File: src/rtl/rtspd_pkg.sv
// shared types, constants and helper functions of the rtsp stream demux
package rtspd_pkg;

  localparam int BODY_LIMIT_DEF = 65536;
  localparam int MAX_RES        = 5;
  localparam int FIFO_DEPTH     = 8;

  // parser modes
  localparam logic [2:0] M_HUNT   = 3'd0;
  localparam logic [2:0] M_BIN    = 3'd1;
  localparam logic [2:0] M_STATUS = 3'd2;
  localparam logic [2:0] M_HEADER = 3'd3;
  localparam logic [2:0] M_BODY   = 3'd4;
  localparam logic [2:0] M_TAIL   = 3'd5;

  // status line phases
  localparam logic [3:0] S_SLASH = 4'd0;
  localparam logic [3:0] S_MAJ0  = 4'd1;
  localparam logic [3:0] S_MAJ   = 4'd2;
  localparam logic [3:0] S_MIN0  = 4'd3;
  localparam logic [3:0] S_MIN   = 4'd4;
  localparam logic [3:0] S_VTAIL = 4'd5;
  localparam logic [3:0] S_GAP   = 4'd6;
  localparam logic [3:0] S_POS   = 4'd7;
  localparam logic [3:0] S_NEG   = 4'd8;
  localparam logic [3:0] S_CODE  = 4'd9;
  localparam logic [3:0] S_CTAIL = 4'd10;

  // header line phases
  localparam logic [3:0] H_LEAD  = 4'd0;
  localparam logic [3:0] H_NAME  = 4'd1;
  localparam logic [3:0] H_SKIP  = 4'd2;
  localparam logic [3:0] H_VLEAD = 4'd3;
  localparam logic [3:0] H_VSIGN = 4'd4;
  localparam logic [3:0] H_VNUM  = 4'd5;

  localparam logic [3:0] NAME_LEN = 4'd14;
  localparam logic [3:0] NO_MATCH = 4'd15;

  // error codes
  localparam logic [1:0] ERR_NONE   = 2'd0;
  localparam logic [1:0] ERR_STATUS = 2'd1;
  localparam logic [1:0] ERR_CLEN   = 2'd2;
  localparam logic [1:0] ERR_TRUNC  = 2'd3;

  // result kinds
  localparam logic KIND_DATA  = 1'b0;
  localparam logic KIND_ERROR = 1'b1;

  // register indexes
  localparam logic [1:0] REG_MAX_CHANNEL = 2'd0;
  localparam logic [1:0] REG_MAX_LENGTH  = 2'd1;
  localparam logic [1:0] REG_IGNORE_ERR  = 2'd2;

  localparam logic [8:0] TEXT_CHANNEL = 9'd256;

  typedef struct packed {
    logic       kind;
    logic [7:0] out_byte;
    logic [8:0] channel;
    logic       last;
    logic       status_ok;
    logic [1:0] error_code;
  } res_t;

  // push bundle from parser to result queue
  typedef struct packed {
    logic [2:0] count;
    res_t [MAX_RES-1:0] items;
  } push_t;

  // characters of the content-length header name
  function automatic logic [7:0] cl_name(input logic [3:0] idx);
    logic [7:0] c;
    case (idx)
      4'd0:    c = 8'h43;
      4'd1:    c = 8'h6f;
      4'd2:    c = 8'h6e;
      4'd3:    c = 8'h74;
      4'd4:    c = 8'h65;
      4'd5:    c = 8'h6e;
      4'd6:    c = 8'h74;
      4'd7:    c = 8'h2d;
      4'd8:    c = 8'h4c;
      4'd9:    c = 8'h65;
      4'd10:   c = 8'h6e;
      4'd11:   c = 8'h67;
      4'd12:   c = 8'h74;
      4'd13:   c = 8'h68;
      default: c = 8'h00;
    endcase
    return c;
  endfunction

  function automatic res_t mk_res(input logic kind, input logic [7:0] b,
                                  input logic [8:0] chan, input logic last,
                                  input logic ok, input logic [1:0] err);
    res_t r;
    r.kind       = kind;
    r.out_byte   = b;
    r.channel    = chan;
    r.last       = last;
    r.status_ok  = ok;
    r.error_code = err;
    return r;
  endfunction

endpackage

File: src/rtl/rtspd_stream_if.sv
// stream channel interfaces for input bytes and results
interface rtspd_in_if;
  logic       valid;
  logic       ready;
  logic [7:0] data_byte;
  logic       end_of_stream;
  modport source (output valid, data_byte, end_of_stream, input ready);
  modport sink (input valid, data_byte, end_of_stream, output ready);
endinterface

interface rtspd_out_if;
  logic       valid;
  logic       ready;
  logic       kind;
  logic [7:0] out_byte;
  logic [8:0] channel;
  logic       last;
  logic       status_ok;
  logic [1:0] error_code;
  modport source (output valid, kind, out_byte, channel, last, status_ok, error_code,
                  input ready);
  modport sink (input valid, kind, out_byte, channel, last, status_ok, error_code,
                output ready);
endinterface

File: src/rtl/rtspd_parser.sv
// per-byte parser state and result generation
module rtspd_parser
  import rtspd_pkg::*;
#(
  parameter int BODY_LIMIT = BODY_LIMIT_DEF
) (
  input  logic        clk,
  input  logic        rst_n,
  input  logic        proc,
  input  logic [7:0]  data_byte,
  input  logic        eos,
  input  logic [7:0]  max_channel,
  input  logic [15:0] max_length,
  input  logic        resume_on_err,
  output push_t       push
);

  localparam int LIM_W = $clog2(BODY_LIMIT + 1);
  localparam int ACC_W = (LIM_W > 17) ? LIM_W : 17;
  localparam logic [ACC_W+3:0] CODE_CAP = (ACC_W+4)'(32'h1FFFF);
  localparam logic [ACC_W+3:0] BODY_MAX = (ACC_W+4)'(BODY_LIMIT);

  logic [7:0]       win_r [4];
  logic [7:0]       win_nxt [4];
  logic [2:0]       fill_r, fill_nxt;
  logic [2:0]       mode_r, mode_nxt;
  logic [7:0]       fchan_r, fchan_nxt;
  logic [ACC_W-1:0] left_r, left_nxt;
  logic [3:0]       phase_r, phase_nxt;
  logic [3:0]       nmi_r, nmi_nxt;
  logic [ACC_W-1:0] acc_r, acc_nxt;
  logic             ok_r, ok_nxt;
  logic             empty_r, empty_nxt;
  logic [7:0]       pend_r, pend_nxt;
  logic             pendv_r, pendv_nxt;
  logic             halted_r, halted_nxt;

  res_t       res [MAX_RES];
  logic [2:0] n;
  logic       err_fire, go_hunt, do_hunt;
  logic [1:0] err_code;
  logic [8:0] err_chan;
  logic       dg, ws, hws, delim, ender, opp;
  logic [7:0] b;
  logic [ACC_W+3:0] prod;
  logic [15:0] len;

  always_comb begin
    b     = data_byte;
    dg    = (b >= 8'h30) && (b <= 8'h39);
    ws    = (b == 8'h20) || (b == 8'h09);
    hws   = ws || (b == 8'h0b) || (b == 8'h0c);
    delim = ws || (b == 8'h3a);
    ender = (b == 8'h0d) || (b == 8'h0a);
    opp   = ((pend_r == 8'h0d) && (b == 8'h0a)) || ((pend_r == 8'h0a) && (b == 8'h0d));
    prod  = {acc_r, 3'b000} + {2'b00, acc_r, 1'b0} + (ACC_W+4)'(b - 8'h30);

    win_nxt    = win_r;
    fill_nxt   = fill_r;
    mode_nxt   = mode_r;
    fchan_nxt  = fchan_r;
    left_nxt   = left_r;
    phase_nxt  = phase_r;
    nmi_nxt    = nmi_r;
    acc_nxt    = acc_r;
    ok_nxt     = ok_r;
    empty_nxt  = empty_r;
    pend_nxt   = pend_r;
    pendv_nxt  = pendv_r;
    halted_nxt = halted_r;
    for (int i = 0; i < MAX_RES; i++) res[i] = '0;
    n        = 3'd0;
    err_fire = 1'b0;
    err_code = ERR_NONE;
    err_chan = TEXT_CHANNEL;
    go_hunt  = 1'b0;
    do_hunt  = 1'b0;
    len      = 16'd0;

    if (proc && !halted_r) begin
      if (eos) begin
        // end of stream: flush held ender or report a truncated frame
        if (mode_r == M_TAIL) begin
          res[n] = mk_res(KIND_DATA, pend_r, TEXT_CHANNEL, 1'b1, ok_r, ERR_NONE);
          n = n + 3'd1;
        end else if (mode_r == M_BIN) begin
          err_fire = 1'b1; err_code = ERR_TRUNC; err_chan = {1'b0, fchan_r};
        end else if (mode_r == M_STATUS || mode_r == M_HEADER || mode_r == M_BODY) begin
          err_fire = 1'b1; err_code = ERR_TRUNC;
        end
        go_hunt = 1'b1;
      end else begin
        unique case (mode_r)
          M_BIN: begin
            if (left_r != '0) left_nxt = left_r - 1'b1;
            res[n] = mk_res(KIND_DATA, b, {1'b0, fchan_r}, left_nxt == '0, 1'b0, ERR_NONE);
            n = n + 3'd1;
            if (left_nxt == '0) go_hunt = 1'b1;
          end
          M_STATUS: begin
            if (ender) begin
              if (phase_r == S_SLASH || phase_r == S_MAJ0 || phase_r == S_MAJ ||
                  phase_r == S_MIN0 || phase_r == S_POS || phase_r == S_NEG) begin
                err_fire = 1'b1;
              end else begin
                if (phase_r == S_CODE) ok_nxt = (acc_r == ACC_W'(200));
                mode_nxt  = M_HEADER;
                phase_nxt = H_LEAD;
                empty_nxt = 1'b1;
                pend_nxt  = b;
                pendv_nxt = 1'b1;
              end
            end else begin
              case (phase_r)
                S_SLASH: if (b != 8'h2f) err_fire = 1'b1; else phase_nxt = S_MAJ0;
                S_MAJ0:  if (!dg) err_fire = 1'b1; else phase_nxt = S_MAJ;
                S_MAJ: begin
                  if (b == 8'h2e) phase_nxt = S_MIN0;
                  else if (!dg) err_fire = 1'b1;
                end
                S_MIN0:  if (!dg) err_fire = 1'b1; else phase_nxt = S_MIN;
                S_MIN: begin
                  if (ws) phase_nxt = S_GAP;
                  else if (!dg) phase_nxt = S_VTAIL;
                end
                S_VTAIL: if (ws) phase_nxt = S_GAP;
                S_GAP: begin
                  if (dg) begin
                    acc_nxt = ACC_W'(b - 8'h30); phase_nxt = S_CODE;
                  end else if (b == 8'h2b) phase_nxt = S_POS;
                  else if (b == 8'h2d) phase_nxt = S_NEG;
                  else if (!ws) err_fire = 1'b1;
                end
                S_POS: begin
                  if (!dg) err_fire = 1'b1;
                  else begin
                    acc_nxt = ACC_W'(b - 8'h30); phase_nxt = S_CODE;
                  end
                end
                S_NEG: if (!dg) err_fire = 1'b1; else phase_nxt = S_CTAIL;
                S_CODE: begin
                  if (dg) acc_nxt = (prod > CODE_CAP) ? ACC_W'(CODE_CAP) : ACC_W'(prod);
                  else begin
                    ok_nxt = (acc_r == ACC_W'(200)); phase_nxt = S_CTAIL;
                  end
                end
                default: ;
              endcase
            end
            if (err_fire) err_code = ERR_STATUS;
            else begin
              res[n] = mk_res(KIND_DATA, b, TEXT_CHANNEL, 1'b0, 1'b0, ERR_NONE);
              n = n + 3'd1;
            end
          end
          M_HEADER: begin
            if (pendv_r && opp) begin
              // absorbed partner of the previous line ender
              pendv_nxt = 1'b0;
              res[n] = mk_res(KIND_DATA, b, TEXT_CHANNEL, 1'b0, 1'b0, ERR_NONE);
              n = n + 3'd1;
            end else begin
              pendv_nxt = 1'b0;
              if (ender) begin
                if (empty_r) begin
                  pend_nxt  = b;
                  pendv_nxt = 1'b1;
                  if (left_r == '0) mode_nxt = M_TAIL;
                  else begin
                    mode_nxt = M_BODY;
                    res[n] = mk_res(KIND_DATA, b, TEXT_CHANNEL, 1'b0, 1'b0, ERR_NONE);
                    n = n + 3'd1;
                  end
                end else if (phase_r == H_VLEAD || phase_r == H_VSIGN ||
                             (phase_r == H_NAME && nmi_r == NAME_LEN)) begin
                  err_fire = 1'b1; err_code = ERR_CLEN;
                end else begin
                  if (phase_r == H_VNUM) left_nxt = acc_r;
                  phase_nxt = H_LEAD;
                  empty_nxt = 1'b1;
                  pend_nxt  = b;
                  pendv_nxt = 1'b1;
                  res[n] = mk_res(KIND_DATA, b, TEXT_CHANNEL, 1'b0, 1'b0, ERR_NONE);
                  n = n + 3'd1;
                end
              end else begin
                empty_nxt = 1'b0;
                case (phase_r)
                  H_LEAD: begin
                    if (!delim) begin
                      nmi_nxt   = (b == cl_name(4'd0)) ? 4'd1 : NO_MATCH;
                      phase_nxt = H_NAME;
                    end
                  end
                  H_NAME: begin
                    if (delim) phase_nxt = (nmi_r == NAME_LEN) ? H_VLEAD : H_SKIP;
                    else if (nmi_r < NAME_LEN && b == cl_name(nmi_r)) nmi_nxt = nmi_r + 4'd1;
                    else nmi_nxt = NO_MATCH;
                  end
                  H_VLEAD: begin
                    if (dg) begin
                      acc_nxt = ACC_W'(b - 8'h30); phase_nxt = H_VNUM;
                    end else if (b == 8'h2b) phase_nxt = H_VSIGN;
                    else if (!hws) err_fire = 1'b1;
                  end
                  H_VSIGN: begin
                    if (!dg) err_fire = 1'b1;
                    else begin
                      acc_nxt = ACC_W'(b - 8'h30); phase_nxt = H_VNUM;
                    end
                  end
                  H_VNUM: begin
                    if (!dg || prod > BODY_MAX) err_fire = 1'b1;
                    else acc_nxt = ACC_W'(prod);
                  end
                  default: ;
                endcase
                if (err_fire) err_code = ERR_CLEN;
                else begin
                  res[n] = mk_res(KIND_DATA, b, TEXT_CHANNEL, 1'b0, 1'b0, ERR_NONE);
                  n = n + 3'd1;
                end
              end
            end
          end
          M_BODY: begin
            if (pendv_r && opp) begin
              pendv_nxt = 1'b0;
              res[n] = mk_res(KIND_DATA, b, TEXT_CHANNEL, 1'b0, 1'b0, ERR_NONE);
              n = n + 3'd1;
            end else begin
              pendv_nxt = 1'b0;
              if (left_r != '0) left_nxt = left_r - 1'b1;
              res[n] = mk_res(KIND_DATA, b, TEXT_CHANNEL, left_nxt == '0,
                              (left_nxt == '0) && ok_r, ERR_NONE);
              n = n + 3'd1;
              if (left_nxt == '0) go_hunt = 1'b1;
            end
          end
          M_TAIL: begin
            if (opp) begin
              res[n] = mk_res(KIND_DATA, pend_r, TEXT_CHANNEL, 1'b0, 1'b0, ERR_NONE);
              n = n + 3'd1;
              res[n] = mk_res(KIND_DATA, b, TEXT_CHANNEL, 1'b1, ok_r, ERR_NONE);
              n = n + 3'd1;
              go_hunt = 1'b1;
            end else begin
              res[n] = mk_res(KIND_DATA, pend_r, TEXT_CHANNEL, 1'b1, ok_r, ERR_NONE);
              n = n + 3'd1;
              go_hunt = 1'b1;
              do_hunt = 1'b1;
            end
          end
          default: do_hunt = 1'b1;
        endcase
      end

      // error notice, then halt or resume hunting
      if (err_fire) begin
        res[n] = mk_res(KIND_ERROR, 8'h00, err_chan, 1'b1, 1'b0, err_code);
        n = n + 3'd1;
        if (!resume_on_err) halted_nxt = 1'b1;
        go_hunt = 1'b1;
      end
      if (go_hunt) begin
        mode_nxt  = M_HUNT;
        fill_nxt  = 3'd0;
        pendv_nxt = 1'b0;
        phase_nxt = 4'd0;
        nmi_nxt   = 4'd0;
        acc_nxt   = '0;
      end

      // four-byte hunt window
      if (do_hunt) begin
        win_nxt[fill_nxt[1:0]] = b;
        if (fill_nxt == 3'd3) begin
          len = {win_nxt[2], win_nxt[3]};
          if (win_nxt[0] == 8'h24 && win_nxt[1] <= max_channel && len <= max_length) begin
            fchan_nxt = win_nxt[1];
            left_nxt  = ACC_W'(len);
            fill_nxt  = 3'd0;
            if (len != 16'd0) mode_nxt = M_BIN;
          end else if (win_nxt[0] == 8'h52 && win_nxt[1] == 8'h54 &&
                       win_nxt[2] == 8'h53 && win_nxt[3] == 8'h50) begin
            for (int i = 0; i < 4; i++) begin
              res[n] = mk_res(KIND_DATA, win_nxt[i], TEXT_CHANNEL, 1'b0, 1'b0, ERR_NONE);
              n = n + 3'd1;
            end
            fill_nxt  = 3'd0;
            mode_nxt  = M_STATUS;
            phase_nxt = S_SLASH;
            ok_nxt    = 1'b0;
            left_nxt  = '0;
            empty_nxt = 1'b0;
            pendv_nxt = 1'b0;
            acc_nxt   = '0;
          end else begin
            win_nxt[0] = win_nxt[1];
            win_nxt[1] = win_nxt[2];
            win_nxt[2] = win_nxt[3];
            fill_nxt   = 3'd3;
          end
        end else begin
          fill_nxt = fill_nxt + 3'd1;
        end
      end
    end

    push.count = n;
    for (int i = 0; i < MAX_RES; i++) push.items[i] = res[i];
  end

  // parser state registers
  always_ff @(posedge clk) begin
    if (!rst_n) begin
      for (int i = 0; i < 4; i++) win_r[i] <= 8'h00;
      fill_r   <= 3'd0;
      mode_r   <= M_HUNT;
      fchan_r  <= 8'h00;
      left_r   <= '0;
      phase_r  <= 4'd0;
      nmi_r    <= 4'd0;
      acc_r    <= '0;
      ok_r     <= 1'b0;
      empty_r  <= 1'b1;
      pend_r   <= 8'h00;
      pendv_r  <= 1'b0;
      halted_r <= 1'b0;
    end else begin
      win_r    <= win_nxt;
      fill_r   <= fill_nxt;
      mode_r   <= mode_nxt;
      fchan_r  <= fchan_nxt;
      left_r   <= left_nxt;
      phase_r  <= phase_nxt;
      nmi_r    <= nmi_nxt;
      acc_r    <= acc_nxt;
      ok_r     <= ok_nxt;
      empty_r  <= empty_nxt;
      pend_r   <= pend_nxt;
      pendv_r  <= pendv_nxt;
      halted_r <= halted_nxt;
    end
  end

endmodule

File: src/rtl/rtspd_fifo.sv
// result queue taking up to five results per cycle and giving one
module rtspd_fifo
  import rtspd_pkg::*;
(
  input  logic  clk,
  input  logic  rst_n,
  input  push_t push,
  output logic  room,
  output logic  out_valid,
  input  logic  out_ready,
  output res_t  out_res
);

  localparam int AW = $clog2(FIFO_DEPTH);

  res_t        mem_r [FIFO_DEPTH];
  logic [AW-1:0] wr_r, rd_r;
  logic [AW:0]   cnt_r, cnt_nxt;
  logic          pop;

  assign out_valid = (cnt_r != '0);
  assign out_res   = mem_r[rd_r];
  assign pop       = out_valid && out_ready;
  assign room      = (cnt_r <= (AW+1)'(FIFO_DEPTH - MAX_RES));
  assign cnt_nxt   = cnt_r + (AW+1)'(push.count) - (AW+1)'(pop);

  // storage writes
  always_ff @(posedge clk) begin
    for (int k = 0; k < MAX_RES; k++) begin
      if (3'(k) < push.count) mem_r[wr_r + AW'(k)] <= push.items[k];
    end
  end

  // pointers and fill level
  always_ff @(posedge clk) begin
    if (!rst_n) begin
      wr_r  <= '0;
      rd_r  <= '0;
      cnt_r <= '0;
    end else begin
      wr_r  <= wr_r + AW'(push.count);
      if (pop) rd_r <= rd_r + 1'b1;
      cnt_r <= cnt_nxt;
    end
  end

endmodule

File: src/rtl/rtsp_interleaved_stream_demux_unit.sv
// top level of the rtsp interleaved stream demux
//
// Splits an rtsp-over-tcp byte stream into binary frame payloads tagged with
// their channel and rtsp text messages tagged 256.
// in_if: one byte (or an end-of-stream mark) per transfer on valid/ready.
// out_if: one result per transfer: data byte or error notice with tags.
// cfg_*: apb write/read of max_channel (0x0), max_length (0x4) and
// resume_on_err (0x8); pready is always high.
// An accepted byte lands in an input register and is parsed from there
// once the queue has room; its results are stored in the queue and offered.
// Throughput: one byte per cycle while each byte gives at most one result and
// results are taken; a byte that gives several results (up to five) holds
// later bytes back while the eight-entry single-read result queue drains.
// A byte is parsed only when the queue has room for five results.
// Reset clears the parser to hunting, empties the queue and loads the
// register defaults. A stalled receiver fills the queue and then holds
// in_if.ready low; nothing is dropped.
module rtsp_interleaved_stream_demux_unit
  import rtspd_pkg::*;
#(
  parameter int BODY_LIMIT = BODY_LIMIT_DEF
) (
  input  logic        clk,
  input  logic        rst_n,
  rtspd_in_if.sink    in_if,
  rtspd_out_if.source out_if,
  input  logic        cfg_psel,
  input  logic        cfg_penable,
  input  logic        cfg_pwrite,
  input  logic [3:0]  cfg_paddr,
  input  logic [31:0] cfg_pwdata,
  output logic [31:0] cfg_prdata,
  output logic        cfg_pready
);

  logic [7:0]  max_channel_r;
  logic [15:0] max_length_r;
  logic        resume_on_err_r;
  logic        in_v_r;
  logic [7:0]  in_byte_r;
  logic        in_eos_r;
  logic        room, proc, wr_en;
  push_t       push;
  res_t        out_res;

  // configuration registers
  assign cfg_pready = 1'b1;
  assign wr_en = cfg_psel && cfg_penable && cfg_pwrite;

  always_ff @(posedge clk) begin
    if (!rst_n) begin
      max_channel_r   <= 8'd16;
      max_length_r    <= 16'd2048;
      resume_on_err_r <= 1'b0;
    end else if (wr_en) begin
      unique case (cfg_paddr[3:2])
        REG_MAX_CHANNEL: max_channel_r   <= cfg_pwdata[7:0];
        REG_MAX_LENGTH:  max_length_r    <= cfg_pwdata[15:0];
        REG_IGNORE_ERR:  resume_on_err_r <= cfg_pwdata[0];
        default: ;
      endcase
    end
  end

  always_comb begin
    unique case (cfg_paddr[3:2])
      REG_MAX_CHANNEL: cfg_prdata = {24'd0, max_channel_r};
      REG_MAX_LENGTH:  cfg_prdata = {16'd0, max_length_r};
      REG_IGNORE_ERR:  cfg_prdata = {31'd0, resume_on_err_r};
      default:         cfg_prdata = 32'd0;
    endcase
  end

  // input register
  assign proc        = in_v_r && room;
  assign in_if.ready = !in_v_r || proc;

  always_ff @(posedge clk) begin
    if (!rst_n) begin
      in_v_r <= 1'b0;
    end else if (in_if.ready) begin
      in_v_r <= in_if.valid;
    end
  end

  always_ff @(posedge clk) begin
    if (in_if.valid && in_if.ready) begin
      in_byte_r <= in_if.data_byte;
      in_eos_r  <= in_if.end_of_stream;
    end
  end

  rtspd_parser #(
    .BODY_LIMIT (BODY_LIMIT)
  ) u_parser (
    .clk           (clk),
    .rst_n         (rst_n),
    .proc          (proc),
    .data_byte     (in_byte_r),
    .eos           (in_eos_r),
    .max_channel   (max_channel_r),
    .max_length    (max_length_r),
    .resume_on_err (resume_on_err_r),
    .push          (push)
  );

  rtspd_fifo u_fifo (
    .clk       (clk),
    .rst_n     (rst_n),
    .push      (push),
    .room      (room),
    .out_valid (out_if.valid),
    .out_ready (out_if.ready),
    .out_res   (out_res)
  );

  // result payload
  assign out_if.kind       = out_res.kind;
  assign out_if.out_byte   = out_res.out_byte;
  assign out_if.channel    = out_res.channel;
  assign out_if.last       = out_res.last;
  assign out_if.status_ok  = out_res.status_ok;
  assign out_if.error_code = out_res.error_code;

endmodule

File: src/flat_wrapper.sv
// flat-port wrapper written by rule: the top's interface ports become plain ports
module rtsp_interleaved_stream_demux_unit_flat import rtspd_pkg::*;
#(
  parameter int BODY_LIMIT = BODY_LIMIT_DEF
)
  (clk, rst_n, cfg_psel, cfg_penable, cfg_pwrite, cfg_paddr, cfg_pwdata, cfg_prdata, cfg_pready, in_if_valid, in_if_data_byte, in_if_end_of_stream, in_if_ready, out_if_valid, out_if_kind, out_if_out_byte, out_if_channel, out_if_last, out_if_status_ok, out_if_error_code, out_if_ready);
  rtspd_in_if in_if_i ();
  rtspd_out_if out_if_i ();
  input  logic clk;
  input  logic rst_n;
  input  logic cfg_psel;
  input  logic cfg_penable;
  input  logic cfg_pwrite;
  input  logic [3:0] cfg_paddr;
  input  logic [31:0] cfg_pwdata;
  output logic [31:0] cfg_prdata;
  output logic cfg_pready;
  input wire logic [$bits(in_if_i.valid)-1:0] in_if_valid;
  input wire logic [$bits(in_if_i.data_byte)-1:0] in_if_data_byte;
  input wire logic [$bits(in_if_i.end_of_stream)-1:0] in_if_end_of_stream;
  output wire logic [$bits(in_if_i.ready)-1:0] in_if_ready;
  output wire logic [$bits(out_if_i.valid)-1:0] out_if_valid;
  output wire logic [$bits(out_if_i.kind)-1:0] out_if_kind;
  output wire logic [$bits(out_if_i.out_byte)-1:0] out_if_out_byte;
  output wire logic [$bits(out_if_i.channel)-1:0] out_if_channel;
  output wire logic [$bits(out_if_i.last)-1:0] out_if_last;
  output wire logic [$bits(out_if_i.status_ok)-1:0] out_if_status_ok;
  output wire logic [$bits(out_if_i.error_code)-1:0] out_if_error_code;
  input wire logic [$bits(out_if_i.ready)-1:0] out_if_ready;
  assign in_if_i.valid = in_if_valid;
  assign in_if_i.data_byte = in_if_data_byte;
  assign in_if_i.end_of_stream = in_if_end_of_stream;
  assign in_if_ready = in_if_i.ready;
  assign out_if_valid = out_if_i.valid;
  assign out_if_kind = out_if_i.kind;
  assign out_if_out_byte = out_if_i.out_byte;
  assign out_if_channel = out_if_i.channel;
  assign out_if_last = out_if_i.last;
  assign out_if_status_ok = out_if_i.status_ok;
  assign out_if_error_code = out_if_i.error_code;
  assign out_if_i.ready = out_if_ready;
  rtsp_interleaved_stream_demux_unit #(.BODY_LIMIT(BODY_LIMIT)) u_core (.clk(clk), .rst_n(rst_n), .in_if(in_if_i), .out_if(out_if_i), .cfg_psel(cfg_psel), .cfg_penable(cfg_penable), .cfg_pwrite(cfg_pwrite), .cfg_paddr(cfg_paddr), .cfg_pwdata(cfg_pwdata), .cfg_prdata(cfg_prdata), .cfg_pready(cfg_pready));
endmodule
File: config.mk
export PLATFORM = sky130hd
export DESIGN_NAME = rtsp_interleaved_stream_demux_unit_flat
export DESIGN_NICKNAME = d
export VERILOG_FILES = /design/src/rtl/rtspd_pkg.sv /design/src/rtl/rtspd_stream_if.sv /design/src/rtl/rtspd_parser.sv /design/src/rtl/rtspd_fifo.sv /design/src/rtl/rtsp_interleaved_stream_demux_unit.sv /design/src/flat_wrapper.sv
export SDC_FILE = /design/constraint.sdc
export NUM_CORES = 1
export LEC_CHECK = 0
export BUFFER_PORTS_ARGS = -buffer_cell sky130_fd_sc_hd__buf_2
export CAP_MARGIN = 20
export CORE_UTILIZATION = 54
export CTS_CLUSTER_DIAMETER = 120
export CTS_CLUSTER_SIZE = 16
export DETAILED_ROUTE_END_ITERATION = 12
export GPL_TIMING_DRIVEN = 1
export PLACE_DENSITY = 0.71
export SKIP_CTS_REPAIR_TIMING = 1
export SLEW_MARGIN = 25
export SYNTH_ARGS = -nofsm -noshare
export SYNTH_HDL_FRONTEND = slang
export SYNTH_SLANG_ARGS = --single-unit
File: constraint.sdc
create_clock -name clk -period 15 [get_ports clk]
set_input_delay 0.75 -clock clk [delete_from_list [all_inputs] [get_ports clk]]
set_output_delay 0.75 -clock clk [all_outputs]
set_load 0.005 [all_outputs]
# Word-level counts from Yosys, hierarchy flattened
# Memories as Yosys holds them, arrays and structs flattened. A register that Yosys moved wholly into a read port is not among the register bits.
# Index checks and enable logic that the tools add are counted.
# W data, S select, Z words.
# word_totals
ram_bits	176
romBits	112
output_inout_bits	57
memories	2
register_bits	145
# memory_table
memory	words	width	rd	rd_ports_with_merged_regs	write_ports	line_no	source
u_core.u_fifo.mem_r	8	22	1	1	4	rtspd_fifo.sv:16	res_t mem_r [FIFO_DEPTH];
(no name shown)	16	7	1	1	0	rtspd_pkg.sv:75	case (idx)
# op_classes
eq_ne	49
order_cmp	25
bitwise	8
add_sub_neg	20
n_reduce_logical	69
n_mux	289
# op_table
operator	count
$mux W110	7
$bwmux W110	5
$mux W17	32
$demux W22 S3	5
$mux W22	12
$mux W4	43
$mux W21	8
$mux W8	14
$pmux W22 S5	1
$pmux W17 S2	3
$mux W3	31
$mux W1	89
$mux W24	3
$eq A8 B4 Y1 const B	7
$logic_not A17 Y1	3
$pmux W17 S3	1
$eq A8 B6 Y1 const B	6
$pmux W16 S3	1
$gt A21 B17 Y1 const B	2
$eq A8 B7 Y1 const B	5
$pmux W4 S10	1
$mux W9	4
$bwmux W32	1
$mux W2	13
70 further kinds	163

# Longest topological paths before layout
# depth
depth_word	42
mapped_depth	41
ltp_nobuf	37

# Cells and area by module
# Synthesis repeated with hierarchy kept, for this count alone.
# unflattened
cells_unflattened	3289
hier_area_um2	27680.3
# by_module_without_submodules
module	n_inst	cells_each	seq_area_each_um2	area_per_inst_um2
rtspd_fifo	1	1414	5545.3	13995.9
rtspd_parser	1	1708	2142.1	12032.8
rtsp_interleaved_stream_demux_unit	1	167	790.8	1651.6

# Worst setup path after synthesis
# Ideal clock, no wire load.
# synth_timing
kind	register to register
from	register u_core.in_byte_r[4]
to	memory u_core.u_fifo.mem_r[1][0] (netlist name), enable pin
t_arrival_ns	10.583
n_path_buf	6
stages_incl_launch_ff	37
setup_time_ns	0.432
synth_period_minus_slack_ns	11.015
path_slack_ns	3.985
cell_sequence	edfxtp_1 ha_1 clkbuf_1 nor3_1 fa_1 ha_1 clkbuf_1 and3_1 and2_1 a311o_1 mux2i_1 o211ai_1 o31a_1 or3_1 buf_2 buf_6 nor3_1 nand2_1 inv_1 ha_1 clkbuf_1 mux2i_1 inv_1 ha_1 nor2b_1 o21a_1 o21ai_0 nand2b_1 a21oi_1 o21a_1 o21ai_0 a21oi_1 or4b_4 buf_6 a21oi_1 nand2_1 o21ai_0
# synth_rtl
item	line_no	source
start, declared	rtsp_interleaved_stream_demux_unit.sv:40	logic [7:0] in_byte_r;
start signal, assigned	rtsp_interleaved_stream_demux_unit.sv:88	in_byte_r <= in_if.data_byte;
end, declared	rtspd_fifo.sv:16	

==> flow_metrics.py <==
metrics = {
    "outcome": {
        "outcome": "finished, final reports clean",
    },
    "timing": {
        "fmax_ghz": 0.08429,
        "holdWs_ps": 346.7,
        "rsz0062_at_grt": "false",
        "final.setup_skew_ps": 33.80,
        "fin_crit_ps": 11860,
        "setup-tns-final_ps": 0,
        "relSlewSlack_pct": 21.04,
        "period_share_pct": 79.09,
        "drv_slew": 0,
        "setup_slack_ps": 3137,
        "setup-violations-final": 0,
        "worst_pin_slew_ps": 1183,
        "hold_viol": 0,
    },
    "critical_path": {
        "critical_path.max_fanout": 43,
        "cp_common_cell": "inv_1",
        "cp.depth": 36,
        "startpoint": "u_core.in_byte_r[5]",
        "required_ps": 15260,
        "critPathLaunchType": "flip-flop",
        "slowest_stage": "edfxtp_1",
        "cp-end-kind": "flip-flop",
        "crit_path_max_incr_delay_ps": 970,
        "reg2reg_slack_ps": 3140,
        "crit_type": "reg -> reg",
        "r2r_start": "u_core.in_byte_r[5]",
        "cp_data_arrival_time_ps": 12120,
        "worstRegToRegCells": 36,
        "cp_top_family": "compound AO/OA/AOI/OAI gates",
        "r2r-end": "u_core.u_fifo.mem_r[0][9]",
        "crit_end": "u_core.u_fifo.mem_r[0][9]",
        "worst-path-buf-inv": 7,
    },
    "detailed_routing": {
        "drt_iter0_drc": 2451,
        "first_pass_iters": 6,
        "antenna_left": 0,
        "wl_per_cell_um": 25.53,
        "top_layer": "met4",
        "wl_met3_um": 6670,
        "dr_wl_met2_um": 39740,
        "vias": 22570,
        "met1Wirelength_um": 33900,
        "vias_per_cell": 6.738,
        "drc": 0,
        "routed_wl_um": 85500,
    },
    "yosys": {
        "synth_xor_area_share_pct": 1.565,
        "synthAdderAreaFrac_pct": 5.604,
        "synth_area_per_cell_um2": 8.652,
        "synthMuxAreaShare_pct": 9.503,
        "synth.most_common_cell": "nand2_1",
        "synth_compound_area_share_pct": 24.22,
        "synth_top_family_by_area": "compound AO/OA/AOI/OAI gates",
        "synth_seq_cells": 331,
        "ys.flop_type": "edfxtp_1",
        "async_reset_ff_share_pct": 0,
        "synth_area_mm2": 0.02407,
        "yosysWarnings": 0,
        "netlist_top_cells_area": "edfxtp_1 (23%), dfxtp_1 (12%), a21oi_1 (5.1%)",
        "synth_cell_types": 95,
        "synth_top_area_share_pct": 23.08,
        "synthDominantAreaCellType": "edfxtp_1",
        "synthSimpleGateAreaFrac_pct": 18.63,
        "ys_top_cells_by_count": "nand2_1 (311), a21oi_1 (244), nor2_1 (215), o21ai_0 (214), edfxtp_1 (185)",
        "synth_edf_count": 185,
        "synth-seq-area-share_pct": 35.22,
        "synthCells": 2782,
    },
    "global_routing": {
        "grt-ovfl-total": 0,
        "grt_pass1_wl_um": 128500,
        "grt_usage_pct": 37.14,
        "grt_max_degree": 89,
        "grt_pass1_vias": 21460,
        "grt_antenna_before_repair": 1,
    },
    "clocking": {
        "htree_levels": 1,
        "insertion_delay_ps": 580,
        "clockBufferDepth": 3,
        "cts_tree": "built",
        "clk_transition_reported_paths_ps": 80,
        "cts_root_buf": "clkbuf_16",
        "numCtsBuffers": 24,
        "cts.sinks": 331,
    },
    "pwr": {
        "leakage_nw": 8.947,
        "p_per_area_mw_per_mm2": 86.22,
        "total_power_w": 0.002209,
        "vdd_ir_drop_max_uv": 100.8,
    },
    "cells_and_area": {
        "layout.nets": 2897,
        "syn_to_final_growth_pct": 6.420,
        "drive_above_1_share_pct": 10.64,
    },
    "hold_path": {
        "hp-start": "in_if_data_byte[6]",
        "hold_class": "in -> reg",
    },
    "floorplanning": {
        "rows": 76,
        "die_height_um": 213.1,
        "design.core.area_mm2": 0.04355,
        "die_area_mm2": 0.04542,
        "start_util_pct": 55.27,
        "io_pins": 109,
        "die_w_um": 213.1,
    },
    "place": {
        "hpwlAfterDp_um": 61680,
        "place_ws_ps": 3647,
        "port_buffers": 73,
        "place.gp.congestion": 1.014,
    },
    "flow_run": {
        "max_cap_violations": 0,
    },
}
-- through the flow --
step	cell area, um^2	util, %	instances
detailed placement	24890	57.15	3307
CTS	25600	58.78	3348
finish	25610	58.81	3349
global placement	24880	57.13	3307
global route	25610	58.81	3348
floorplan	24130	-	2797
-- registers in the layout, indices dropped and copies added (netlist names), 3 cells and up, named ones only --
signal,count
u_core.u_parser.win_r,32
u_core.u_parser.left_r,17
u_core.u_parser.phase_r,4
u_core.u_parser.fchan_r,8
u_core.u_fifo.wr_r,3
u_core.u_parser.mode_r,3
u_core.u_parser.fill_r,3
u_core.u_fifo.cnt_r,4
u_core.max_length_r,16
u_core.u_parser.nmi_r,4
u_core.max_channel_r,8
u_core.u_parser.pend_r,8
u_core.u_parser.acc_r,17
u_core.in_byte_r,8
u_core.u_fifo.mem_r,176
u_core.u_fifo.rd_r,3
-- area by class of cell --
cell class / instances / area [um^2]
flip-flops and latches: 331 / 8481
multi-input cells: 2160 / 14500
diodes: 1 / 2.502
well taps: 585 / 732.0
repair buffers: 136 / 840.8
fillers: 3961 / 17940
clock buffers: 41 / 706.9
inverters: 95 / 356.6
-- report_power, final --
| part | switching, W | internal, W | leakage (nW) |
|---|---|---|---|
| Combinational | 0.000322 | 0.000207 | 6.00 |
| Sequential | 0.0000552 | 0.000979 | 2.61 |
| Clock | 0.000326 | 0.000320 | 0.338 |
-- worst min-delay path by stage --
| stage | depth (start not counted) | slack (ps) | end |
|---|---|---|---|
| global route | 1 | 340 | u_core.in_byte_r[4] |
| CTS | 1 | 330 | u_core.in_byte_r[6] |
| detailed placement | 2 | 450 | u_core.u_parser.pend_r[7] |
| finish | 1 | 350 | u_core.in_byte_r[6] |
| global placement | 2 | 450 | u_core.u_parser.pend_r[7] |
| floorplan | 2 | 440 | u_core.u_parser.pend_r[7] |
-- per-layer routing --
metal  GRT usage, %  vias to the layer above
met2          61.13                     1154
met3          5.501                      288
met1          46.69                    10870
met4          20.66                        0
li1               -                    10260
met5              0                        -
-- layout by cell type, fill, tap and decap left out, types with 16 or more instances in the layout --
master,n
a21boi_0,53
conb_1,17
a22o_1,18
nand3_1,53
buf_2,72
mux4_2,44
inv_1,94
o21a_1,24
and3_1,17
nor2b_1,50
o2bb2ai_1,18
nand4_1,40
fa_1,18
o21ai_1,17
clkbuf_16,26
a31oi_1,28
nand2b_1,17
mux2_2,36
buf_4,64
mux2i_1,89
and2_1,71
nor3_1,64
o211ai_1,41
dfxtp_1,144
o211a_1,16
edfxtp_1,185
ha_1,79
o22ai_1,51
nand2_1,310
xnor2_1,28
nor4_1,19
nor2_1,214
a21oi_1,242
o21ai_0,211
-- cell families after synthesis --
kind of cell	count (synthesis)
compound gates	907
xor+xnor	43
fa+ha+maj	97
buf+inv	306
flops	331
mux	169
other cells	2
simple gates	927
(Power assumes the default switching activity.)
